File: src/design/ptpe_pkg.sv
// Shared constants and types for the page turn pace estimator.
// No dependencies; imported by ptpe_cdiv and page_turn_pace_estimator_core.
package ptpe_pkg;

  // Field widths
  localparam int unsigned PAGE_W     = 16;
  localparam int unsigned TARGET_W   = 17;
  localparam int unsigned TIME_W     = 32;
  localparam int unsigned PACE_W     = 26;
  localparam int unsigned COUNT_W    = 16;
  localparam int unsigned MINUTES_W  = 18;
  localparam int unsigned INTERVAL_W = 18;
  localparam int unsigned FRAC_W     = 8;

  // Stream payload widths, padded to whole bytes
  localparam int unsigned IN_DATA_W  = 56;
  localparam int unsigned OUT_DATA_W = 80;

  // Interval window and estimate rules
  localparam int unsigned SAMPLE_MIN_MS = 600;
  localparam int unsigned SAMPLE_MAX_MS = 240000;
  localparam int unsigned MIN_SAMPLES   = 3;

  // Average update: (4*avg + 256*interval + 2) / 5
  localparam int unsigned EMA_NUM_W  = 29;
  localparam int unsigned EMA_REM_W  = 3;
  localparam int unsigned EMA_DIV    = 5;
  localparam int unsigned EMA_ROUND  = 2;

  // Minutes: (rem * avg + 59999*256) / (60000*256)
  localparam int unsigned PROD_W     = 42;
  localparam int unsigned MIN_QUOT_W = 19;
  localparam int unsigned MIN_REM_W  = 24;
  localparam int unsigned MIN_DIV    = 15360000;
  localparam int unsigned MIN_ROUND  = 15359744;
  localparam int unsigned MUL_CNT_W  = 4;

  typedef enum logic {
    CMD_MOVE  = 1'b0,
    CMD_RESET = 1'b1
  } cmd_e;

  typedef enum logic [2:0] {
    ST_IDLE,
    ST_EMA,
    ST_EVAL,
    ST_MUL,
    ST_ADJ,
    ST_DIV,
    ST_DONE
  } state_e;

endpackage

File: src/design/ptpe_cdiv.sv
// Bit-serial restoring divider by a constant: one quotient bit per cycle.
// Depends on ptpe_pkg for default widths.
module ptpe_cdiv import ptpe_pkg::*; #(
  parameter int unsigned NUM_W   = EMA_NUM_W,
  parameter int unsigned REM_W   = EMA_REM_W,
  parameter int unsigned DIVISOR = EMA_DIV
) (
  input  logic             clk_i,
  input  logic             rst_ni,
  input  logic             start_i,
  input  logic [REM_W-1:0] rem_i,   // upper dividend bits, must be below DIVISOR
  input  logic [NUM_W-1:0] num_i,   // lower dividend bits, shifted in MSB first
  output logic             done_o,
  output logic [NUM_W-1:0] quot_o
);

  localparam int unsigned CNT_W = (NUM_W > 1) ? $clog2(NUM_W) : 1;
  localparam logic [REM_W:0] DIV_EXT = (REM_W + 1)'(DIVISOR);
  localparam logic [CNT_W-1:0] LAST_STEP = CNT_W'(NUM_W - 1);

  logic [REM_W-1:0] rem_q, rem_d;
  logic [NUM_W-1:0] num_q, num_d;
  logic [CNT_W-1:0] cnt_q, cnt_d;
  logic             busy_q, busy_d;
  logic             done_q, done_d;
  logic [REM_W:0]   trial;
  logic [REM_W:0]   diff;
  logic             ge;

  // Trial subtract of the divisor from the shifted remainder
  assign trial = {rem_q, num_q[NUM_W-1]};
  assign diff  = trial - DIV_EXT;
  assign ge    = (trial >= DIV_EXT);

  // Advance one quotient bit per cycle while busy
  always_comb begin
    rem_d  = rem_q;
    num_d  = num_q;
    cnt_d  = cnt_q;
    busy_d = busy_q;
    done_d = 1'b0;
    if (start_i) begin
      rem_d  = rem_i;
      num_d  = num_i;
      cnt_d  = '0;
      busy_d = 1'b1;
    end else if (busy_q) begin
      rem_d = ge ? diff[REM_W-1:0] : trial[REM_W-1:0];
      num_d = {num_q[NUM_W-2:0], ge};
      cnt_d = cnt_q + 1'b1;
      if (cnt_q == LAST_STEP) begin
        busy_d = 1'b0;
        done_d = 1'b1;
      end
    end
  end

  always_ff @(posedge clk_i or negedge rst_ni) begin
    if (!rst_ni) begin
      busy_q <= 1'b0;
      done_q <= 1'b0;
      cnt_q  <= '0;
    end else begin
      busy_q <= busy_d;
      done_q <= done_d;
      cnt_q  <= cnt_d;
    end
  end

  // Hold the datapath; no reset needed
  always_ff @(posedge clk_i) begin
    rem_q <= rem_d;
    num_q <= num_d;
  end

  assign done_o = done_q;
  assign quot_o = num_q;

endmodule

File: src/design/page_turn_pace_estimator_core.sv
// Page turn pace estimator core; depends on ptpe_pkg and ptpe_cdiv.
// Flow: input transfer in idle, an optional divide-by-five average update (29 steps),
// evaluate, the minutes multiply (16 steps), adjust and divide (19 steps), then result load.
// Throughput: one item in work at a time; the next input transfer can come in the cycle after
// the result is loaded, and a result-side stall holds the result load back.
// Reset (rst_ni low, asynchronous) clears page count, position, time, average, count.
module page_turn_pace_estimator_core import ptpe_pkg::*; (
  input  logic                  clk_i,
  input  logic                  rst_ni,
  // Configuration: page_total
  input  logic                  cfg_we_i,
  input  logic [PAGE_W-1:0]     cfg_wdata_i,
  // Input stream
  input  logic                  s_axis_tvalid,
  output logic                  s_axis_tready,
  input  logic [IN_DATA_W-1:0]  s_axis_tdata,  // target_page[16:0], now_ms[48:17], zero pad
  input  logic                  s_axis_tuser,  // command
  // Result stream
  output logic                  m_axis_tvalid,
  input  logic                  m_axis_tready,
  output logic [OUT_DATA_W-1:0] m_axis_tdata,  // current_page[15:0], pace_q8[41:16],
                                               // sample_total[57:42], minutes_left[75:58]
  output logic                  m_axis_tuser   // estimate_valid
);

  localparam logic [TIME_W-1:0]  SMIN   = TIME_W'(SAMPLE_MIN_MS);
  localparam logic [TIME_W-1:0]  SMAX   = TIME_W'(SAMPLE_MAX_MS);
  localparam logic [COUNT_W-1:0] NMIN   = COUNT_W'(MIN_SAMPLES);
  localparam logic [COUNT_W-1:0] NSAT   = '1;
  localparam logic [PROD_W-1:0]  MROUND = PROD_W'(MIN_ROUND);
  localparam logic [EMA_NUM_W-1:0] EROUND = EMA_NUM_W'(EMA_ROUND);
  localparam logic [MUL_CNT_W-1:0] MUL_LAST = '1;

  state_e state_q, state_d;

  logic [PAGE_W-1:0]    page_total_q;
  logic [PAGE_W-1:0]    page_pos_q;
  logic [TIME_W-1:0]    last_q;
  logic [PACE_W-1:0]    pace_q;
  logic [COUNT_W-1:0]   count_q;
  logic                 valid_q;
  logic [MINUTES_W-1:0] min_q;
  logic [PROD_W-1:0]    prod_q;
  logic [MUL_CNT_W-1:0] mcnt_q;
  logic                 m_valid_q;
  logic [OUT_DATA_W-1:0] m_data_q;
  logic                 m_user_q;

  logic                 accept;
  logic                 cmd_reset;
  logic [TARGET_W-1:0]  target;
  logic [TIME_W-1:0]    now;
  logic [PAGE_W-1:0]    last_page;
  logic [PAGE_W-1:0]    next_page;
  logic [PAGE_W-1:0]    page_delta;
  logic                 one_step;
  logic                 jump;
  logic [TIME_W-1:0]    elapsed;
  logic                 take;
  logic                 first;
  logic [COUNT_W-1:0]   count_inc;
  logic [EMA_NUM_W-1:0] ema_num;
  logic                 est_valid;
  logic [PAGE_W-1:0]    pos_cl;
  logic [PAGE_W-1:0]    rem_pages;
  logic [PACE_W:0]      mul_sum;
  logic [PROD_W-1:0]    min_num;
  logic                 out_load;
  logic                 ema_start;
  logic                 min_start;
  logic                 ema_done;
  logic                 min_done;
  logic [EMA_NUM_W-1:0] ema_quot;
  logic [MIN_QUOT_W-1:0] min_quot;

  // Decode the input transfer
  assign accept    = s_axis_tvalid && s_axis_tready;
  assign cmd_reset = (s_axis_tuser == CMD_RESET);
  assign target    = s_axis_tdata[TARGET_W-1:0];
  assign now       = s_axis_tdata[TARGET_W+TIME_W-1:TARGET_W];
  assign last_page = page_total_q - 1'b1;

  // Clamp the requested page and measure the move
  always_comb begin
    if (page_total_q == '0 || target[TARGET_W-1]) begin
      next_page = '0;
    end else if (target[PAGE_W-1:0] >= page_total_q) begin
      next_page = last_page;
    end else begin
      next_page = target[PAGE_W-1:0];
    end
    page_delta = (next_page >= page_pos_q) ? next_page - page_pos_q
                                           : page_pos_q - next_page;
  end

  assign one_step  = (page_delta == PAGE_W'(1));
  assign jump      = (page_delta > PAGE_W'(1));
  assign elapsed   = now - last_q;
  assign take      = one_step && (last_q != '0) && (now > last_q) &&
                     (elapsed >= SMIN) && (elapsed <= SMAX);
  assign first     = (count_q == '0);
  assign count_inc = (count_q == NSAT) ? count_q : count_q + 1'b1;
  assign ema_num   = {1'b0, pace_q, 2'b00} +
                     {3'b000, elapsed[INTERVAL_W-1:0], {FRAC_W{1'b0}}} + EROUND;

  // Estimate qualifier and remaining pages
  assign est_valid = (page_total_q != '0) && (count_q >= NMIN) && (pace_q != '0);
  assign pos_cl    = (page_pos_q >= page_total_q) ? last_page : page_pos_q;
  assign rem_pages = last_page - pos_cl;

  // Shift-add multiply step and rounding offset for the minutes divide
  assign mul_sum = {1'b0, prod_q[PROD_W-1:PAGE_W]} + (prod_q[0] ? {1'b0, pace_q} : '0);
  assign min_num = prod_q + MROUND;

  // Next state
  always_comb begin
    state_d = state_q;
    unique case (state_q)
      ST_IDLE: begin
        if (accept) begin
          state_d = (!cmd_reset && take && !first) ? ST_EMA : ST_EVAL;
        end
      end
      ST_EMA:  if (ema_done) state_d = ST_EVAL;
      ST_EVAL: state_d = (est_valid && rem_pages != '0) ? ST_MUL : ST_DONE;
      ST_MUL:  if (mcnt_q == MUL_LAST) state_d = ST_ADJ;
      ST_ADJ:  state_d = ST_DIV;
      ST_DIV:  if (min_done) state_d = ST_DONE;
      ST_DONE: if (!m_valid_q || m_axis_tready) state_d = ST_IDLE;
      default: state_d = ST_IDLE;
    endcase
  end

  // Control outputs
  always_comb begin
    s_axis_tready = 1'b0;
    ema_start     = 1'b0;
    min_start     = 1'b0;
    out_load      = 1'b0;
    unique case (state_q)
      ST_IDLE: begin
        s_axis_tready = 1'b1;
        ema_start     = accept && !cmd_reset && take && !first;
      end
      ST_ADJ:  min_start = 1'b1;
      ST_DONE: out_load  = !m_valid_q || m_axis_tready;
      default: ;
    endcase
  end

  ptpe_cdiv #(
    .NUM_W  (EMA_NUM_W),
    .REM_W  (EMA_REM_W),
    .DIVISOR(EMA_DIV)
  ) u_ema_div (
    .clk_i  (clk_i),
    .rst_ni (rst_ni),
    .start_i(ema_start),
    .rem_i  ('0),
    .num_i  (ema_num),
    .done_o (ema_done),
    .quot_o (ema_quot)
  );

  ptpe_cdiv #(
    .NUM_W  (MIN_QUOT_W),
    .REM_W  (MIN_REM_W),
    .DIVISOR(MIN_DIV)
  ) u_min_div (
    .clk_i  (clk_i),
    .rst_ni (rst_ni),
    .start_i(min_start),
    .rem_i  ({1'b0, min_num[PROD_W-1:MIN_QUOT_W]}),
    .num_i  (min_num[MIN_QUOT_W-1:0]),
    .done_o (min_done),
    .quot_o (min_quot)
  );

  // Control and architectural state
  always_ff @(posedge clk_i or negedge rst_ni) begin
    if (!rst_ni) begin
      state_q      <= ST_IDLE;
      page_total_q <= '0;
      page_pos_q   <= '0;
      last_q       <= '0;
      pace_q       <= '0;
      count_q      <= '0;
      m_valid_q    <= 1'b0;
    end else begin
      state_q <= state_d;
      if (cfg_we_i) begin
        page_total_q <= cfg_wdata_i;
      end
      if (accept) begin
        if (cmd_reset) begin
          pace_q  <= '0;
          last_q  <= '0;
          count_q <= '0;
        end else begin
          page_pos_q <= next_page;
          if (jump) begin
            last_q <= '0;
          end else if (one_step) begin
            last_q <= now;
          end
          if (take) begin
            count_q <= count_inc;
            if (first) begin
              pace_q <= {elapsed[INTERVAL_W-1:0], {FRAC_W{1'b0}}};
            end
          end
        end
      end
      if (state_q == ST_EMA && ema_done) begin
        pace_q <= ema_quot[PACE_W-1:0];
      end
      if (out_load) begin
        m_valid_q <= 1'b1;
      end else if (m_axis_tready) begin
        m_valid_q <= 1'b0;
      end
    end
  end

  // Multiply counter
  always_ff @(posedge clk_i or negedge rst_ni) begin
    if (!rst_ni) begin
      mcnt_q <= '0;
    end else if (state_q == ST_MUL) begin
      mcnt_q <= mcnt_q + 1'b1;
    end else begin
      mcnt_q <= '0;
    end
  end

  // Datapath registers: product, minutes, result payload
  always_ff @(posedge clk_i) begin
    unique case (state_q)
      ST_EVAL: begin
        valid_q <= est_valid;
        min_q   <= '0;
        prod_q  <= {{(PROD_W-PAGE_W){1'b0}}, rem_pages};
      end
      ST_MUL: prod_q <= {mul_sum, prod_q[PAGE_W-1:1]};
      ST_DIV: begin
        if (min_done) begin
          min_q <= (min_quot == '0) ? MINUTES_W'(1) : min_quot[MINUTES_W-1:0];
        end
      end
      default: ;
    endcase
    if (out_load) begin
      m_data_q <= {{(OUT_DATA_W-PAGE_W-PACE_W-COUNT_W-MINUTES_W){1'b0}},
                   min_q, count_q, pace_q, page_pos_q};
      m_user_q <= valid_q;
    end
  end

  assign m_axis_tvalid = m_valid_q;
  assign m_axis_tdata  = m_data_q;
  assign m_axis_tuser  = m_user_q;

endmodule
File: config.mk
export PLATFORM = sky130hd
export DESIGN_NAME = page_turn_pace_estimator_core
export DESIGN_NICKNAME = d
export VERILOG_FILES = /design/src/design/ptpe_pkg.sv /design/src/design/ptpe_cdiv.sv /design/src/design/page_turn_pace_estimator_core.sv
export SDC_FILE = /design/constraint.sdc
export NUM_CORES = 1
export LEC_CHECK = 0
export BUFFER_PORTS_ARGS = -buffer_cell sky130_fd_sc_hd__buf_2
export CAP_MARGIN = 10
export CORE_MARGIN = 8
export CORE_UTILIZATION = 56
export DETAILED_ROUTE_END_ITERATION = 16
export PLACE_DENSITY = 0.89
export SLEW_MARGIN = 0
export SYNTH_ARGS = -nofsm -noshare
export SYNTH_HDL_FRONTEND = slang
export SYNTH_SLANG_ARGS = --single-unit
File: constraint.sdc
create_clock -name clk_i -period 7.2 [get_ports clk_i]
set_input_delay 1.08 -clock clk_i [delete_from_list [all_inputs] [get_ports clk_i]]
set_output_delay 1.08 -clock clk_i [all_outputs]
set_load 0.01 [all_outputs]
==> flow_metrics.env <==
export IMPL_status="finished clean"
export IMPL_crit_type="in -> reg"
export IMPL_cts_root_buf="clkbuf_16"
export IMPL_first_iter_violations=1611
export IMPL_core_area_mm2=0.0395
export IMPL_drcViolationCount=0
export IMPL_grt_pass1_vias=18500
export IMPL_final_common_cell="nand2_1"
export IMPL_synth_cell_types=85
export IMPL_startpoint_type="input port"
export IMPL_final_setup_tns_ns=0
export IMPL_vias_per_cell=6.08
export IMPL_clk_latency_ns=0.56
export IMPL_yosysWarnings=0
export IMPL_io_pins=161
export IMPL_synth_edf_count=209
export IMPL_die_x_um=215
export IMPL_finalCriticalPeriod_ns=6.86
export IMPL_cts_max_path_buffers=3
export IMPL_synth_area_per_cell_um2=9.48
export IMPL_routabilityCongestion=0.987
export IMPL_num_rows=73
export IMPL_stdcell_count=3095
export IMPL_cap_violations=0
export IMPL_ant_nets=0
export IMPL_power_density_mw_per_mm2=371
export IMPL_hold_violations=0
export IMPL_grt_pass1_wl_mm=95.4
export IMPL_p_leak_nw=10.9
export IMPL_ys_seq_elements=341
export IMPL_syn_to_final_growth_pct=14.1
export IMPL_start_util=0.564
export IMPL_syn_area_mm2=0.0222
export IMPL_slowest_delay_ns=0.61
export IMPL_end_kind="flip-flop"
export IMPL_detail_route_first_pass_iterations=8
export IMPL_h_tree_depth=2
export IMPL_fin_hold_ws_ns=0.417
export IMPL_slew_violations=0
export IMPL_worstMarginPinSlew_ns=1.19
export IMPL_cts_tree="yes"
export IMPL_vias=18800
export IMPL_worst_ir_drop_vdd_v=0.000187
export IMPL_grt_max_degree=78
export IMPL_numCtsBuffers=37
export IMPL_wl_per_cell_um=19.3
export IMPL_track_usage=0.249
export IMPL_fin_crit_sh=0.953
export IMPL_fin_util=0.643
export IMPL_die_h_um=215
export IMPL_ys_seq_area_frac=0.430
export IMPL_dp_hpwl_mm=44.7
export IMPL_post_cts_buffers=0
export IMPL_n_fill_cell=3080
export IMPL_grt_remaining_overflow=0
export IMPL_critPathArrivalTime_ns=7.15
export IMPL_wl_mm=59.7
export IMPL_slowest_stage="or4_1"
export IMPL_mostFrequentLayoutCells="nand2_1, edfxtp_1, o21ai_0"
export IMPL_nets=2792
export IMPL_critical_path_required_ns=7.50
export IMPL_cts_hold_buf=0
export IMPL_clock_skew_final_ns=0.0100
export IMPL_path_clk_slew_ns=0.06
export IMPL_total_power_mw=9.42
export IMPL_setup_viol_count_final=0
export IMPL_diodes=0
export IMPL_max_slew_margin=0.206
export IMPL_layout_drive_gt1_share=0.144
export IMPL_synthFlopType="edfxtp_1"
export IMPL_dieArea_mm2=0.0464
export IMPL_crit_fanout=19
export IMPL_hp_class="reg -> reg"
export IMPL_async_reset_ff_frac=0.375
export IMPL_numPortBuffers=149
export IMPL_antenna_found_initial=1
export IMPL_cts_resized=0
export IMPL_dp_cells=3028
export IMPL_synthCells=2347
export IMPL_cts_sinks=341
export IMPL_fmax_ghz=0.146
==> critical path, delay by kind of cell <==
| family | cells | cell delay, ns |
|---|---|---|
| fa+ha+maj | 2 | 0.52 |
| compound gates | 10 | 1.76 |
| buf+inv | 6 | 0.76 |
| simple gates | 12 | 2.41 |
| mux | 2 | 0.44 |
| xor+xnor | 1 | 0.15 |
==> report_power, final <==
group	total [mW]	internal, mW	switching [mW]	leakage, nW
Clock	1.88	1.08	0.800	0.574
Combinational	4.24	1.84	2.40	6.61
Sequential	3.30	2.75	0.545	3.70
Total	9.42	5.67	3.74	10.9
==> worst paths after layout <==
kind | start | depth (start not counted) | slack (ns) | end
setup / recovery | s_axis_tdata[0] | 33 | 0.34 | u_ema_div.quot_o[3]$_DFFE_PP_
hold / removal | min_q[17]$_SDFFCE_PP0P_ | 0 | 0.42 | m_axis_tdata[75]$_DFFE_PP_
setup reg to reg | page_total_q[1]$_DFFE_PN0P_ | 27 | 0.35 | u_ema_div.quot_o[3]$_DFFE_PP_
hold reg to reg | min_q[17]$_SDFFCE_PP0P_ | 0 | 0.42 | m_axis_tdata[75]$_DFFE_PP_
max in group asynchronous | rst_ni | 2 | 5.31 | count_q[8]$_DFFE_PN0P_
min in group asynchronous | rst_ni | 1 | 0.52 | page_pos_q[11]$_DFFE_PN0P_
==> sequential cells by signal (all words and copies together), names as in the netlist, 3 cells and up <==
name              count
last_q               32
u_min_div.quot_o     19
u_ema_div.cnt_q       5
mcnt_q                4
state_q               3
prod_q               42
pace_q               26
count_q              16
u_ema_div.rem_q       3
page_total_q         16
min_q                18
u_ema_div.quot_o     29
m_axis_tdata         76
page_pos_q           16
u_min_div.rem_q      24
u_min_div.cnt_q       5
==> cells by family (layout without fill, tap and decap cells) <==
| kind of cell | after synthesis | after routing | synth area share |
|---|---|---|---|
| AO/OA/AOI/OAI | 607 | 607 | 0.171 |
| XOR/XNOR | 143 | 143 | 0.0563 |
| adder cells (fa/ha/maj) | 172 | 172 | 0.0988 |
| buffers and inverters | 229 | 449 | 0.0411 |
| flip-flops | 341 | 341 | 0.430 |
| multiplexers | 61 | 61 | 0.0286 |
| other | 1 | 4 | 0.000169 |
| AND/OR/NAND/NOR | 793 | 793 | 0.174 |
==> routing by layer <==
metal,up-vias,routed length (µm),global-route usage
met5,-,10,0
met4,2,1920,0.0885
met3,139,4350,0.0458
met2,711,28700,0.421
met1,9063,24700,0.318
li1,8889,-,-
==> cells in the mapped netlist (7+ instances only) <==
cell | number | area, µm²
and2_1 | 52 | 325
o211ai_1 | 17 | 128
nand4_1 | 42 | 263
mux2_1 | 12 | 135
or2_2 | 20 | 125
nor3b_1 | 7 | 52.6
clkbuf_1 | 78 | 293
a31oi_1 | 22 | 138
nand2b_1 | 26 | 163
nor3_1 | 40 | 200
nor2b_1 | 29 | 181
o21ai_1 | 13 | 65.1
nor4_1 | 35 | 219
and3_1 | 28 | 175
buf_2 | 8 | 40.0
edfxtp_1 | 209 | 6280
xor2_1 | 69 | 604
o21a_1 | 26 | 195
mux2i_1 | 44 | 440
nor2_1 | 151 | 567
dfrtp_1 | 128 | 3200
nand3_1 | 55 | 275
a21oi_1 | 142 | 711
o21bai_1 | 10 | 75.1
ha_1 | 166 | 2080
a2111oi_0 | 7 | 61.3
o31ai_1 | 17 | 128
a21o_1 | 54 | 405
a211oi_1 | 17 | 128
inv_1 | 130 | 488
a22o_1 | 27 | 236
nand2_1 | 275 | 1030
xnor2_1 | 74 | 648
o21ai_0 | 198 | 991
==> area by class of cell <==
cell class / count / area [µm²] / share of cell area
Sequential cell: 341 / 9560 / 0.377
Inverter: 131 / 492 / 0.0194
Tap cell: 525 / 657 / 0.0259
Clock inverter: 22 / 210 / 0.00828
Timing Repair Buffer: 251 / 1630 / 0.0642
Clock buffer: 45 / 976 / 0.0384
Multi-Input combinational cell: 1780 / 11900 / 0.467
==> through the flow <==
step                cell area [µm²]  setup slack [ns]
detailed placement            24200            -0.200
global route                  25400          -0.00406
CTS                           25400            0.0945
finish                        25400             0.342
floorplan                     22300            0.0664
global placement              24200            -0.124
(Power assumes the default switching activity.)
